==> src/rtl/core/tts_pkg.sv <==
// ----------------------------------------------------------------------------
// tts_pkg
// Shared types, character codes and per-line scan functions for the scanner.
// ----------------------------------------------------------------------------
package tts_pkg;

  localparam int OFFSET_BITS = 20;
  localparam int LINE_BITS   = 20;
  localparam int QDEPTH      = 4;
  localparam int QPTR_BITS   = $clog2(QDEPTH);
  localparam int QCNT_BITS   = $clog2(QDEPTH + 1);

  typedef logic [OFFSET_BITS-1:0] off_t;
  typedef logic [LINE_BITS-1:0]   line_t;

  localparam logic [7:0] CH_TAB   = 8'h09;
  localparam logic [7:0] CH_LF    = 8'h0a;
  localparam logic [7:0] CH_VT    = 8'h0b;
  localparam logic [7:0] CH_FF    = 8'h0c;
  localparam logic [7:0] CH_CR    = 8'h0d;
  localparam logic [7:0] CH_SP    = 8'h20;
  localparam logic [7:0] CH_HASH  = 8'h23;
  localparam logic [7:0] CH_SLASH = 8'h2f;
  localparam logic [7:0] CH_LT    = 8'h3c;
  localparam logic [7:0] CH_GT    = 8'h3e;

  localparam off_t OFF_ONE = off_t'(1);

  typedef enum logic [1:0] {
    KIND_BARE   = 2'd0,
    KIND_RECORD = 2'd1,
    KIND_DONE   = 2'd2,
    KIND_ERROR  = 2'd3
  } kind_t;

  typedef enum logic [2:0] {
    ERR_NONE     = 3'd0,
    ERR_NO_LT    = 3'd1,
    ERR_NO_GT    = 3'd2,
    ERR_NO_KEY   = 3'd3,
    ERR_TRAILING = 3'd4,
    ERR_OVERFLOW = 3'd5
  } err_t;

  typedef struct packed {
    logic  lead_done;
    logic  text_seen;
    logic  first_slash;
    logic  skip;
    logic  is_tagged;
    logic  suffix_slash;
    logic  suffix_ok;
    line_t indent;
    off_t  text_start;
    off_t  text_end;
    off_t  mark_lt;
    off_t  mark_gt;
    off_t  key_start;
    off_t  key_end;
    off_t  suf_start;
    off_t  note_start;
  } line_state_t;

  typedef struct packed {
    kind_t kind;
    err_t  err;
    line_t line;
    line_t indent;
    off_t  main_start;
    off_t  main_end;
    off_t  value_start;
    off_t  value_end;
    off_t  note_start;
    off_t  note_end;
    logic  done;
  } result_t;

  typedef struct packed {
    logic    two;
    result_t r0;
    result_t r1;
  } entry_t;

  typedef struct packed {
    logic    valid;
    logic    is_err;
    result_t res;
  } finish_t;

  function automatic result_t error_result(err_t code, line_t line);
    result_t r;
    r        = '0;
    r.kind   = KIND_ERROR;
    r.err    = code;
    r.line   = line;
    r.done   = 1'b1;
    return r;
  endfunction

  function automatic line_state_t take_byte(line_state_t s, logic [7:0] b, off_t p);
    line_state_t t;
    logic        tsp;
    t   = s;
    tsp = (b == CH_SP) || (b == CH_TAB) || (b == CH_VT) || (b == CH_FF);
    if (!s.lead_done && ((b == CH_SP) || (b == CH_TAB))) begin
      t.indent = s.indent + line_t'(1);
    end else begin
      t.lead_done = 1'b1;
      if (!tsp) begin
        if (!s.text_seen) begin
          t.text_seen   = 1'b1;
          t.text_start  = p;
          t.text_end    = p + OFF_ONE;
          t.is_tagged   = (b == CH_HASH);
          t.first_slash = (b == CH_SLASH);
        end else begin
          t.text_end = p + OFF_ONE;
          if (s.first_slash && (p == s.text_start + OFF_ONE) && (b == CH_SLASH))
            t.skip = 1'b1;
          if (s.is_tagged) begin
            if (s.mark_lt == '0) begin
              if (b == CH_LT) begin
                t.mark_lt = p;
              end else begin
                if (s.key_start == '0) t.key_start = p;
                t.key_end = p + OFF_ONE;
              end
            end else if (s.mark_gt == '0) begin
              if (b == CH_GT) t.mark_gt = p;
            end else if (s.suf_start == '0) begin
              t.suf_start = p;
              if (b == CH_SLASH) t.suffix_slash = 1'b1;
            end else if (p == s.suf_start + OFF_ONE) begin
              if (s.suffix_slash && (b == CH_SLASH)) t.suffix_ok = 1'b1;
            end else if (s.suffix_ok && (s.note_start == '0)) begin
              t.note_start = p;
            end
          end
        end
      end
    end
    return t;
  endfunction

  function automatic finish_t finish_line(line_state_t s, line_t line);
    finish_t f;
    err_t    e;
    f     = '0;
    e     = ERR_NONE;
    f.valid = s.text_seen && !s.skip;
    if (!s.is_tagged) begin
      f.res.kind       = KIND_BARE;
      f.res.line       = line;
      f.res.indent     = s.indent;
      f.res.main_start = s.text_start;
      f.res.main_end   = s.text_end;
    end else begin
      if (s.mark_lt == '0)                          e = ERR_NO_LT;
      else if (s.mark_gt == '0)                     e = ERR_NO_GT;
      else if (s.key_start == '0)                   e = ERR_NO_KEY;
      else if ((s.suf_start != '0) && !s.suffix_ok) e = ERR_TRAILING;
      if (e != ERR_NONE) begin
        f.is_err = f.valid;
        f.res    = error_result(e, line);
      end else begin
        f.res.kind        = KIND_RECORD;
        f.res.line        = line;
        f.res.indent      = s.indent;
        f.res.main_start  = s.key_start;
        f.res.main_end    = s.key_end;
        f.res.value_start = s.mark_lt + OFF_ONE;
        f.res.value_end   = s.mark_gt;
        if (s.note_start != '0) begin
          f.res.note_start = s.note_start;
          f.res.note_end   = s.text_end;
        end else begin
          f.res.note_start = s.mark_gt + OFF_ONE;
          f.res.note_end   = s.mark_gt + OFF_ONE;
        end
      end
    end
    return f;
  endfunction

endpackage

==> src/rtl/core/tagged_text_line_scanner.sv <==
// ----------------------------------------------------------------------------
// tagged_text_line_scanner
// Splits a byte stream into lines and reports bare lines, tagged records, errors and document ends.
// ----------------------------------------------------------------------------
// Input stream: one text byte per word on s_tdata, s_tlast marks the last
// byte of a document. Output stream: one result per word; m_tuser carries
// kind and error code, m_tdata the line number, indent and offset spans,
// m_tlast is set on the document-end or error result.
// A byte is taken every cycle while the four-entry result queue has room;
// a byte that ends a line or a document queues its results in that cycle.
// Results are registered in the queue before they reach the output. Each
// queue entry holds up to two results and drains at one word per cycle
// while the receiver is ready, so a byte with two results takes two words.
// When the receiver stalls, results wait in the queue and bytes keep being
// taken until the queue is full; s_tready then drops.
// Reset (rst, synchronous) empties the queue and returns to the start of a
// document at line one, offset zero.
// ----------------------------------------------------------------------------
module tagged_text_line_scanner (
  input  logic         clk,
  input  logic         rst,
  input  logic         s_tvalid,
  output logic         s_tready,
  input  logic [7:0]   s_tdata,   // text_byte
  input  logic         s_tlast,   // final_byte
  output logic         m_tvalid,
  input  logic         m_tready,
  output logic [159:0] m_tdata,   // line_num, indent_width, main_start, main_end,
                                  // value_start, value_end, note_start, note_end
  output logic [4:0]   m_tuser,   // line_kind, error_code
  output logic         m_tlast    // document_done
);
  import tts_pkg::*;

  logic   take, push, pop, full, empty;
  entry_t push_entry, head;

  assign s_tready = !full;
  assign take     = s_tvalid && s_tready;

  tts_front u_front (
    .clk        (clk),
    .rst        (rst),
    .take       (take),
    .text_byte  (s_tdata),
    .final_byte (s_tlast),
    .push       (push),
    .push_entry (push_entry)
  );

  tts_queue u_queue (
    .clk        (clk),
    .rst        (rst),
    .push       (push),
    .push_entry (push_entry),
    .pop        (pop),
    .full       (full),
    .empty      (empty),
    .head       (head)
  );

  tts_back u_back (
    .clk      (clk),
    .rst      (rst),
    .empty    (empty),
    .head     (head),
    .pop      (pop),
    .m_tvalid (m_tvalid),
    .m_tready (m_tready),
    .m_tdata  (m_tdata),
    .m_tuser  (m_tuser),
    .m_tlast  (m_tlast)
  );

endmodule

==> src/rtl/core/tts_front.sv <==
// ----------------------------------------------------------------------------
// tts_front
// Accepts text bytes, tracks line state and builds up to two results a byte.
// ----------------------------------------------------------------------------
module tts_front (
  input  logic            clk,
  input  logic            rst,
  input  logic            take,
  input  logic [7:0]      text_byte,
  input  logic            final_byte,
  output logic            push,
  output tts_pkg::entry_t push_entry
);
  import tts_pkg::*;

  line_state_t st, st_next;
  off_t        byte_offset, byte_offset_next;
  line_t       current_line, current_line_next;
  logic        cr_pend, cr_pend_next;
  logic        swallow, swallow_next;

  logic        is_term, is_crlf;
  line_state_t line_st;
  finish_t     fr;
  logic        do_finish, line_err;
  logic        n0, n1;
  result_t     r0, r1, done_res;

  always_comb begin
    is_crlf   = (text_byte == CH_LF) && cr_pend;
    is_term   = !is_crlf && ((text_byte == CH_CR) || (text_byte == CH_LF));
    line_st   = (is_term || is_crlf) ? st : take_byte(st, text_byte, byte_offset);
    do_finish = is_term || final_byte;
    fr        = finish_line(line_st, current_line);
    line_err  = do_finish && fr.is_err;

    done_res      = '0;
    done_res.kind = KIND_DONE;
    done_res.line = is_term ? current_line + line_t'(1) : current_line;
    done_res.done = 1'b1;

    st_next           = st;
    byte_offset_next  = byte_offset;
    current_line_next = current_line;
    cr_pend_next      = cr_pend;
    swallow_next      = swallow;
    n0 = 1'b0;
    n1 = 1'b0;
    r0 = fr.res;
    r1 = done_res;

    if (swallow) begin
      if (final_byte) begin
        st_next           = '0;
        byte_offset_next  = '0;
        current_line_next = line_t'(1);
        cr_pend_next      = 1'b0;
        swallow_next      = 1'b0;
      end
    end else if (&byte_offset) begin
      n0 = 1'b1;
      r0 = error_result(ERR_OVERFLOW, current_line);
      if (final_byte) begin
        st_next           = '0;
        byte_offset_next  = '0;
        current_line_next = line_t'(1);
        cr_pend_next      = 1'b0;
      end else begin
        swallow_next = 1'b1;
      end
    end else begin
      n0 = do_finish && fr.valid;
      if (line_err || final_byte) begin
        st_next           = '0;
        byte_offset_next  = '0;
        current_line_next = line_t'(1);
        cr_pend_next      = 1'b0;
        swallow_next      = line_err && !final_byte;
        if (!line_err) begin
          if (n0) n1 = 1'b1;
          else begin
            n0 = 1'b1;
            r0 = done_res;
          end
        end
      end else begin
        byte_offset_next = byte_offset + OFF_ONE;
        cr_pend_next     = is_term && (text_byte == CH_CR);
        if (is_term) begin
          st_next           = '0;
          current_line_next = current_line + line_t'(1);
        end else begin
          st_next = line_st;
        end
      end
    end
  end

  assign push           = take && n0;
  assign push_entry.two = n1;
  assign push_entry.r0  = r0;
  assign push_entry.r1  = r1;

  always_ff @(posedge clk) begin
    if (rst) begin
      st           <= '0;
      byte_offset  <= '0;
      current_line <= line_t'(1);
      cr_pend      <= 1'b0;
      swallow      <= 1'b0;
    end else if (take) begin
      st           <= st_next;
      byte_offset  <= byte_offset_next;
      current_line <= current_line_next;
      cr_pend      <= cr_pend_next;
      swallow      <= swallow_next;
    end
  end

endmodule

==> src/rtl/core/tts_queue.sv <==
// ----------------------------------------------------------------------------
// tts_queue
// Short result queue between the scanning front and the output back.
// ----------------------------------------------------------------------------
module tts_queue (
  input  logic            clk,
  input  logic            rst,
  input  logic            push,
  input  tts_pkg::entry_t push_entry,
  input  logic            pop,
  output logic            full,
  output logic            empty,
  output tts_pkg::entry_t head
);
  import tts_pkg::*;

  entry_t                mem [QDEPTH];
  logic [QPTR_BITS-1:0]  wr_ptr, rd_ptr;
  logic [QCNT_BITS-1:0]  count;

  assign full  = (count == QCNT_BITS'(QDEPTH));
  assign empty = (count == '0);
  assign head  = mem[rd_ptr];

  always_ff @(posedge clk) begin
    if (push) mem[wr_ptr] <= push_entry;
  end

  always_ff @(posedge clk) begin
    if (rst) begin
      wr_ptr <= '0;
      rd_ptr <= '0;
      count  <= '0;
    end else begin
      if (push) wr_ptr <= wr_ptr + QPTR_BITS'(1);
      if (pop)  rd_ptr <= rd_ptr + QPTR_BITS'(1);
      if (push && !pop)      count <= count + QCNT_BITS'(1);
      else if (pop && !push) count <= count - QCNT_BITS'(1);
    end
  end

  a_no_overrun: assert property (@(posedge clk) disable iff (rst) push |-> !full)
    else $error("queue written while full");
  a_no_underrun: assert property (@(posedge clk) disable iff (rst) pop |-> !empty)
    else $error("queue read while empty");
  a_count_up: assert property (@(posedge clk) disable iff (rst)
    (push && !pop) |=> count == $past(count) + QCNT_BITS'(1))
    else $error("queue count lost a word");

endmodule

==> src/rtl/core/tts_back.sv <==
// ----------------------------------------------------------------------------
// tts_back
// Drains queue entries onto the output stream, one result per word.
// ----------------------------------------------------------------------------
module tts_back (
  input  logic             clk,
  input  logic             rst,
  input  logic             empty,
  input  tts_pkg::entry_t  head,
  output logic             pop,
  output logic             m_tvalid,
  input  logic             m_tready,
  output logic [159:0]     m_tdata,   // line_num, indent_width, main_start, main_end,
                                      // value_start, value_end, note_start, note_end
  output logic [4:0]       m_tuser,   // line_kind, error_code
  output logic             m_tlast    // document_done
);
  import tts_pkg::*;

  logic    second;
  result_t cur;

  assign cur      = second ? head.r1 : head.r0;
  assign m_tvalid = !empty;
  assign pop      = m_tvalid && m_tready && (second || !head.two);
  assign m_tdata  = {cur.note_end, cur.note_start, cur.value_end, cur.value_start,
                     cur.main_end, cur.main_start, cur.indent, cur.line};
  assign m_tuser  = {cur.err, cur.kind};
  assign m_tlast  = cur.done;

  always_ff @(posedge clk) begin
    if (rst) begin
      second <= 1'b0;
    end else if (m_tvalid && m_tready) begin
      second <= !second && head.two;
    end
  end

endmodule
==> config.mk <==
export PLATFORM = sky130hd
export DESIGN_NAME = tagged_text_line_scanner
export DESIGN_NICKNAME = d
export VERILOG_FILES = /design/src/rtl/core/tts_pkg.sv /design/src/rtl/core/tagged_text_line_scanner.sv /design/src/rtl/core/tts_front.sv /design/src/rtl/core/tts_queue.sv /design/src/rtl/core/tts_back.sv
export SDC_FILE = /design/constraint.sdc
export NUM_CORES = 2
export LEC_CHECK = 0
export BUFFER_PORTS_ARGS = -buffer_cell sky130_fd_sc_hd__buf_2
export CAP_MARGIN = 20
export CORE_ASPECT_RATIO = 2
export CORE_MARGIN = 5
export CORE_UTILIZATION = 50
export CTS_CLUSTER_SIZE = 40
export DETAILED_ROUTE_END_ITERATION = 10
export PLACE_DENSITY_LB_ADDON = 0.25
export SETUP_SLACK_MARGIN = 0.2
export SLEW_MARGIN = 25
export SYNTH_ARGS = -nofsm -noshare
export SYNTH_HDL_FRONTEND = slang
export SYNTH_SLANG_ARGS = --single-unit
==> constraint.sdc <==
create_clock -name clk -period 10.7 [get_ports clk]
set_clock_uncertainty 0.05 [all_clocks]
set_input_delay 2.675 -clock clk [delete_from_list [all_inputs] [get_ports clk]]
set_output_delay 2.675 -clock clk [all_outputs]
set_load 0.02 [all_outputs]
==> impl_results.html <==
<table>
<tr><th>Metric</th><th>Value</th></tr>
<tr><th colspan="2">Run status</th></tr>
<tr><td>Result of the run</td><td>finished, final reports clean</td></tr>
<tr><th colspan="2">Yosys</th></tr>
<tr><td>Adder and majority gate portion of the synthesized area</td><td>less than 1%</td></tr>
<tr><td>Multiplexer share of the synthesized area</td><td>under 10%</td></tr>
<tr><td>Cell type with the largest total area after synthesis</td><td>sky130_fd_sc_hd__edfxtp_1</td></tr>
<tr><td>Post-synthesis compound-gate area fraction</td><td>8.50%</td></tr>
<tr><td>Number of synthesized register bits</td><td>a little under 1000</td></tr>
<tr><td>Synth Area per Inst</td><td>around 13 um2</td></tr>
<tr><td>Primary flip-flop cell chosen by synthesis mapping</td><td>sky130_fd_sc_hd__edfxtp_1</td></tr>
<tr><td>Net count after synthesis</td><td>roughly 3400</td></tr>
<tr><td>Ranking of synthesized cells by area</td><td>sky130_fd_sc_hd__edfxtp_1 51%, sky130_fd_sc_hd__dfxtp_1 11%, sky130_fd_sc_hd__mux4_2 9.6%, sky130_fd_sc_hd__nor2_1 3.8%, sky130_fd_sc_hd__a21oi_1 2.5%</td></tr>
<tr><td>Number of cells produced by synthesis</td><td>3400</td></tr>
<tr><td>Main combinational cell family by area after synthesis</td><td>simple AND/OR/NAND/NOR gates</td></tr>
<tr><td>YS warnings</td><td>0</td></tr>
<tr><td>Synth top area share</td><td>51.2%</td></tr>
<tr><td>Sequential share of the synthesized area</td><td>slightly above 60%</td></tr>
<tr><td>Synthesized area</td><td>43600 um2</td></tr>
<tr><td>Post-synthesis simple-gate area fraction</td><td>12.9%</td></tr>
<tr><td>Most numerous cell in the Yosys netlist</td><td>sky130_fd_sc_hd__edfxtp_1</td></tr>
<tr><td>Share of flip-flops with an asynchronous set or reset after synthesis</td><td>0%</td></tr>
<tr><td>Count of distinct cell types in the synthesized netlist</td><td>87</td></tr>
<tr><td>Post-synth EDFFs</td><td>~740</td></tr>
<tr><td>Commonest cells in the synthesized netlist</td><td>744 x sky130_fd_sc_hd__edfxtp_1, 447 x sky130_fd_sc_hd__nor2_1, 254 x sky130_fd_sc_hd__nand2_1</td></tr>
<tr><td>Parity-gate share of the synthesized area counting xor and xnor cells</td><td>3.33%</td></tr>
<tr><th colspan="2">Critical path</th></tr>
<tr><td>FF-to-FF Start</td><td>u_front.st[102]</td></tr>
<tr><td>Worst reg-to-reg path cell count</td><td>14</td></tr>
<tr><td>Crit-path cells</td><td>buf_2, or4b_1, or3_1, a21oi_2, and2_1, a21o_1, inv_1, ha_1, inv_1, a2111oi_2, or4b_4, a2111oi_4, a211oi_4, or2_4, a211oi_1</td></tr>
<tr><td>Required time of the worst setup path</td><td>between 10000 and 15000 ps</td></tr>
<tr><td>Data arrival at the endpoint of the critical path</td><td>roughly 7700 ps</td></tr>
<tr><td>Worst setup slack for register-to-register paths</td><td>roughly 5000 ps</td></tr>
<tr><td>Kind of critical path</td><td>input pin to flip-flop</td></tr>
<tr><td>Endpoint of the lowest-slack register-to-register path</td><td>u_queue.mem[2][105]</td></tr>
<tr><td>Worst-path fanout max</td><td>64</td></tr>
<tr><td>Top cell family by delay on the critical path</td><td>simple AND/OR/NAND/NOR gates</td></tr>
<tr><td>Top cell by count, worst path</td><td>sky130_fd_sc_hd__inv_1</td></tr>
<tr><td>Kind of end point of the critical path</td><td>flip-flop</td></tr>
<tr><td>Category of the worst setup path launch point</td><td>input pin</td></tr>
<tr><td>Buf/Inv on CP</td><td>3</td></tr>
<tr><td>Cell type of the slowest stage on the worst timing path</td><td>sky130_fd_sc_hd__a21oi_2</td></tr>
<tr><td>Largest stage delay on the critical path</td><td>770 ps</td></tr>
<tr><th colspan="2">Global route</th></tr>
<tr><td>Sum of overflow across all layers after global routing</td><td>0</td></tr>
<tr><td>Vias in the first global route</td><td>28600</td></tr>
<tr><td>Overall Global Routing Usage</td><td>24.6%</td></tr>
<tr><td>Antenna violations before repair</td><td>3</td></tr>
<tr><td>Global-route wire length before repair</td><td>175 mm</td></tr>
<tr><td>Maximum number of pins on one net before global-route repair</td><td>103</td></tr>
<tr><th colspan="2">Clock network</th></tr>
<tr><td>CTS tree</td><td>yes</td></tr>
<tr><td>Number of CTS-inserted buffers</td><td>82</td></tr>
<tr><td>Clock-pin slew reported for the worst setup and hold paths after clock tree synthesis</td><td>60 ps</td></tr>
<tr><td>Htree depth</td><td>3</td></tr>
<tr><td>Number of buffers inserted by post-CTS setup repair</td><td>0</td></tr>
<tr><td>Resize count post-CTS</td><td>0</td></tr>
<tr><td>Clock Path Buffers</td><td>3</td></tr>
<tr><td>CTS Root Cell</td><td>sky130_fd_sc_hd__clkbuf_16</td></tr>
<tr><td>Cts-stage hold buffer count</td><td>0</td></tr>
<tr><td>Insertion delay of the later-clocked pin in the worst-skew pair</td><td>680 ps</td></tr>
<tr><td>TritonCTS sink count</td><td>983</td></tr>
<tr><th colspan="2">Floorplan</th></tr>
<tr><td>Die height</td><td>428 um</td></tr>
<tr><td>Effective utilization at floorplan</td><td>between 50 and 60%</td></tr>
<tr><td>Die width</td><td>219 um</td></tr>
<tr><td>DIE AREA</td><td>93600 um2</td></tr>
<tr><td>Top-level I/O count</td><td>about 180</td></tr>
<tr><td>Core region area</td><td>86700 um2</td></tr>
<tr><td>Count of standard-cell rows</td><td>153</td></tr>
<tr><th colspan="2">Hold path</th></tr>
<tr><td>Critical hold path startpoint</td><td>u_front.st[184]</td></tr>
<tr><td>Hold Crit Class</td><td>flip-flop to flip-flop</td></tr>
<tr><td>Worst hold path endpoint</td><td>u_front.st[184]</td></tr>
<tr><td>Number of cells traversed by the worst hold path</td><td>2</td></tr>
<tr><th colspan="2">Final layout</th></tr>
<tr><td>Sequential cell area</td><td>roughly 27000 um2</td></tr>
<tr><td>Share of post-route cells with drive strength above 1</td><td>17.4%</td></tr>
<tr><td>Final instance area</td><td>slightly below 50000 um2</td></tr>
<tr><td>Net total in the final layout</td><td>3504</td></tr>
<tr><td>Area growth from synthesis to layout</td><td>11.1%</td></tr>
<tr><td>Total area of multi-input combinational cells</td><td>roughly 15000 um2</td></tr>
<tr><td>Filler Cell Count</td><td>7132</td></tr>
<tr><th colspan="2">Routing</th></tr>
<tr><td>First DRT Iteration DRCs</td><td>2675</td></tr>
<tr><td>DR pass1 iterations</td><td>10</td></tr>
<tr><td>Number of antenna-violating nets in the routed design</td><td>0</td></tr>
<tr><td>Average wire length per cell after detail routing</td><td>24.8 um</td></tr>
<tr><td>Total via count after detailed routing</td><td>28700</td></tr>
<tr><td>Total DRC errors in the routed layout</td><td>0</td></tr>
<tr><td>Ratio of routed vias to standard cells</td><td>6.09</td></tr>
<tr><td>Total length of routed wires</td><td>117 mm</td></tr>
<tr><th colspan="2">Pwr</th></tr>
<tr><td>Internal power consumption</td><td>a little under 0.007 W</td></tr>
<tr><td>Maximum resistive drop on vdd</td><td>about 0.00013 V</td></tr>
<tr><td>Clk network pwr share</td><td>33.8%</td></tr>
<tr><td>Sequential group share of total power</td><td>between 40% and 50%</td></tr>
<tr><td>Part of the total power dissipated in combinational logic</td><td>20.1%</td></tr>
<tr><td>Total power divided by cell area</td><td>193 nW/um2</td></tr>
<tr><td>Switching portion of total power</td><td>about 28%</td></tr>
<tr><td>Net switching power figure</td><td>about 0.0026 W</td></tr>
<tr><td>LEAKAGE</td><td>approximately 16 nW</td></tr>
<tr><th colspan="2">Placement</th></tr>
<tr><td>Port bufs</td><td>180</td></tr>
<tr><td>Routability congestion estimate</td><td>0.910</td></tr>
<tr><td>Area post-placement</td><td>between 40000 and 50000 um2</td></tr>
<tr><td>Half-perimeter wire length after detailed placement</td><td>76.5 mm</td></tr>
<tr><th colspan="2">Timing</th></tr>
<tr><td>Maximum operating frequency</td><td>136 MHz</td></tr>
<tr><td>Setup TNS</td><td>0 ps</td></tr>
<tr><td>Transition at the pin with the smallest max-transition slack</td><td>about 1100 ps</td></tr>
<tr><td>Number of max-slew violations in the final report</td><td>0</td></tr>
<tr><td>Time the worst path needs with I/O delays and setup</td><td>between 7000 and 8000 ps</td></tr>
<tr><td>Unrepaired setup endpoints after global routing</td><td>false</td></tr>
<tr><td>Number of endpoints failing setup at the final stage</td><td>0</td></tr>
<tr><td>Hold Violations, Final</td><td>0</td></tr>
<tr><td>Worst relative slew slack</td><td>26.3%</td></tr>
<tr><td>Share of the clock period used by the worst path</td><td>between 60% and 70%</td></tr>
<tr><th colspan="2">Run</th></tr>
<tr><td>Max-capacitance violation count</td><td>0</td></tr>
</table>
state kept, by name, summed over array words and instances (netlist names), named ones only:
name,count
u_queue.mem,744
u_front.st,187
u_front.byte_offset,20
u_front.current_line,20
u_queue.count,3
u_queue.rd_ptr,2
u_queue.wr_ptr,2
u_back.second,1
u_front.cr_pend,1
u_front.swallow,1
kinds of logic after synthesis:
logic type	after synthesis
fa+ha+maj	16
flops	983
mux	202
buf+inv	290
compound gates	570
xor+xnor	166
simple gates	1173
worst max path at each step:
stage | from | to | slack, ps | cells past startpoint
floorplan | s_tdata[0] | u_queue.mem[0][0] | 1340 | 10
global placement | s_tdata[0] | u_queue.mem[1][101] | 2940 | 15
detailed placement | s_tdata[0] | u_queue.mem[1][101] | 2800 | 15
CTS | s_tdata[0] | u_queue.mem[1][101] | 3510 | 15
global route | s_tdata[0] | u_queue.mem[3][101] | 3220 | 15
finish | s_tdata[0] | u_queue.mem[1][101] | 3370 | 15
cell usage in the layout (no fill, tap or decap), types with 8 or more instances in the layout:
master / instances
sky130_fd_sc_hd__edfxtp_1: 744
sky130_fd_sc_hd__nor2_1: 443
sky130_fd_sc_hd__nand2_1: 252
sky130_fd_sc_hd__dfxtp_1: 237
sky130_fd_sc_hd__a21oi_1: 221
sky130_fd_sc_hd__mux4_2: 186
sky130_fd_sc_hd__buf_2: 179
sky130_fd_sc_hd__and2_1: 159
sky130_fd_sc_hd__a22oi_1: 117
sky130_fd_sc_hd__xnor2_1: 91
sky130_fd_sc_hd__clkbuf_16: 83
sky130_fd_sc_hd__xor2_1: 75
sky130_fd_sc_hd__buf_4: 65
sky130_fd_sc_hd__o21ai_0: 55
sky130_fd_sc_hd__nand3_1: 53
sky130_fd_sc_hd__nor3_1: 52
sky130_fd_sc_hd__a31oi_1: 41
sky130_fd_sc_hd__nor4_1: 39
sky130_fd_sc_hd__nand4_1: 32
sky130_fd_sc_hd__inv_1: 29
sky130_fd_sc_hd__and3_1: 26
sky130_fd_sc_hd__a211oi_1: 25
sky130_fd_sc_hd__a222oi_1: 20
sky130_fd_sc_hd__or3_1: 19
sky130_fd_sc_hd__clkbuf_1: 18
sky130_fd_sc_hd__ha_1: 15
sky130_fd_sc_hd__nand2b_1: 13
sky130_fd_sc_hd__clkinv_2: 13
sky130_fd_sc_hd__bufinv_16: 13
sky130_fd_sc_hd__nor2b_1: 10
sky130_fd_sc_hd__mux2i_1: 10
sky130_fd_sc_hd__a41oi_1: 10
sky130_fd_sc_hd__and4_1: 9
sky130_fd_sc_hd__clkinv_1: 8
sky130_fd_sc_hd__o21ai_1: 8
power by group through the flow:
stage	Sequential, W	Clock (W)	Combinational, W
global placement	0.00438	0	0.00191
global route	0.00431	0.00336	0.00202
CTS	0.00430	0.00321	0.00192
finish	0.00430	0.00316	0.00187
detailed placement	0.00439	0	0.00191
floorplan	0.00434	0	0.00129
metrics by stage:
stage,power [W],utilization (%),hold slack [ps],worst slack (ps),instances
final,0.00933,55.9,414,3370,4709
after global routing,0.00969,55.8,450,3220,4705
after CTS,0.00943,55.8,415,3510,4705
after detailed placement,0.00630,52.6,397,2800,4553
after global placement,0.00629,52.6,401,2940,4553
after floorplan,0.00563,-,382,1340,3400
area by class of cell:
class / count / share of cell area, %
flip-flops and latches: 983 / 56.0
diodes: 4 / 0.0207
repair buffers: 249 / 3.05
clock inverters: 46 / 1.26
clock buffers: 106 / 4.57
well taps: 1162 / 3.00
multi-input cells: 2127 / 31.8
inverters: 32 / 0.253
worst min-delay path, cell delays in order, from the launching register on:
cell,delay [ps]
sky130_fd_sc_hd__dfxtp_1,310
sky130_fd_sc_hd__nand2_1,50
sky130_fd_sc_hd__a21oi_1,50
per-layer routing:
metal / global-route usage [%] / routed length [um] / vias to the layer above
li1: - / - / 12900
met1: 30.3 / 44400 / 14400
met2: 43.1 / 60000 / 1115
met3: 3.39 / 6720 / 291
met4: 11.4 / 5830 / 2
met5: 0 / 7 / -
Power figures use the tool's default switching activity.
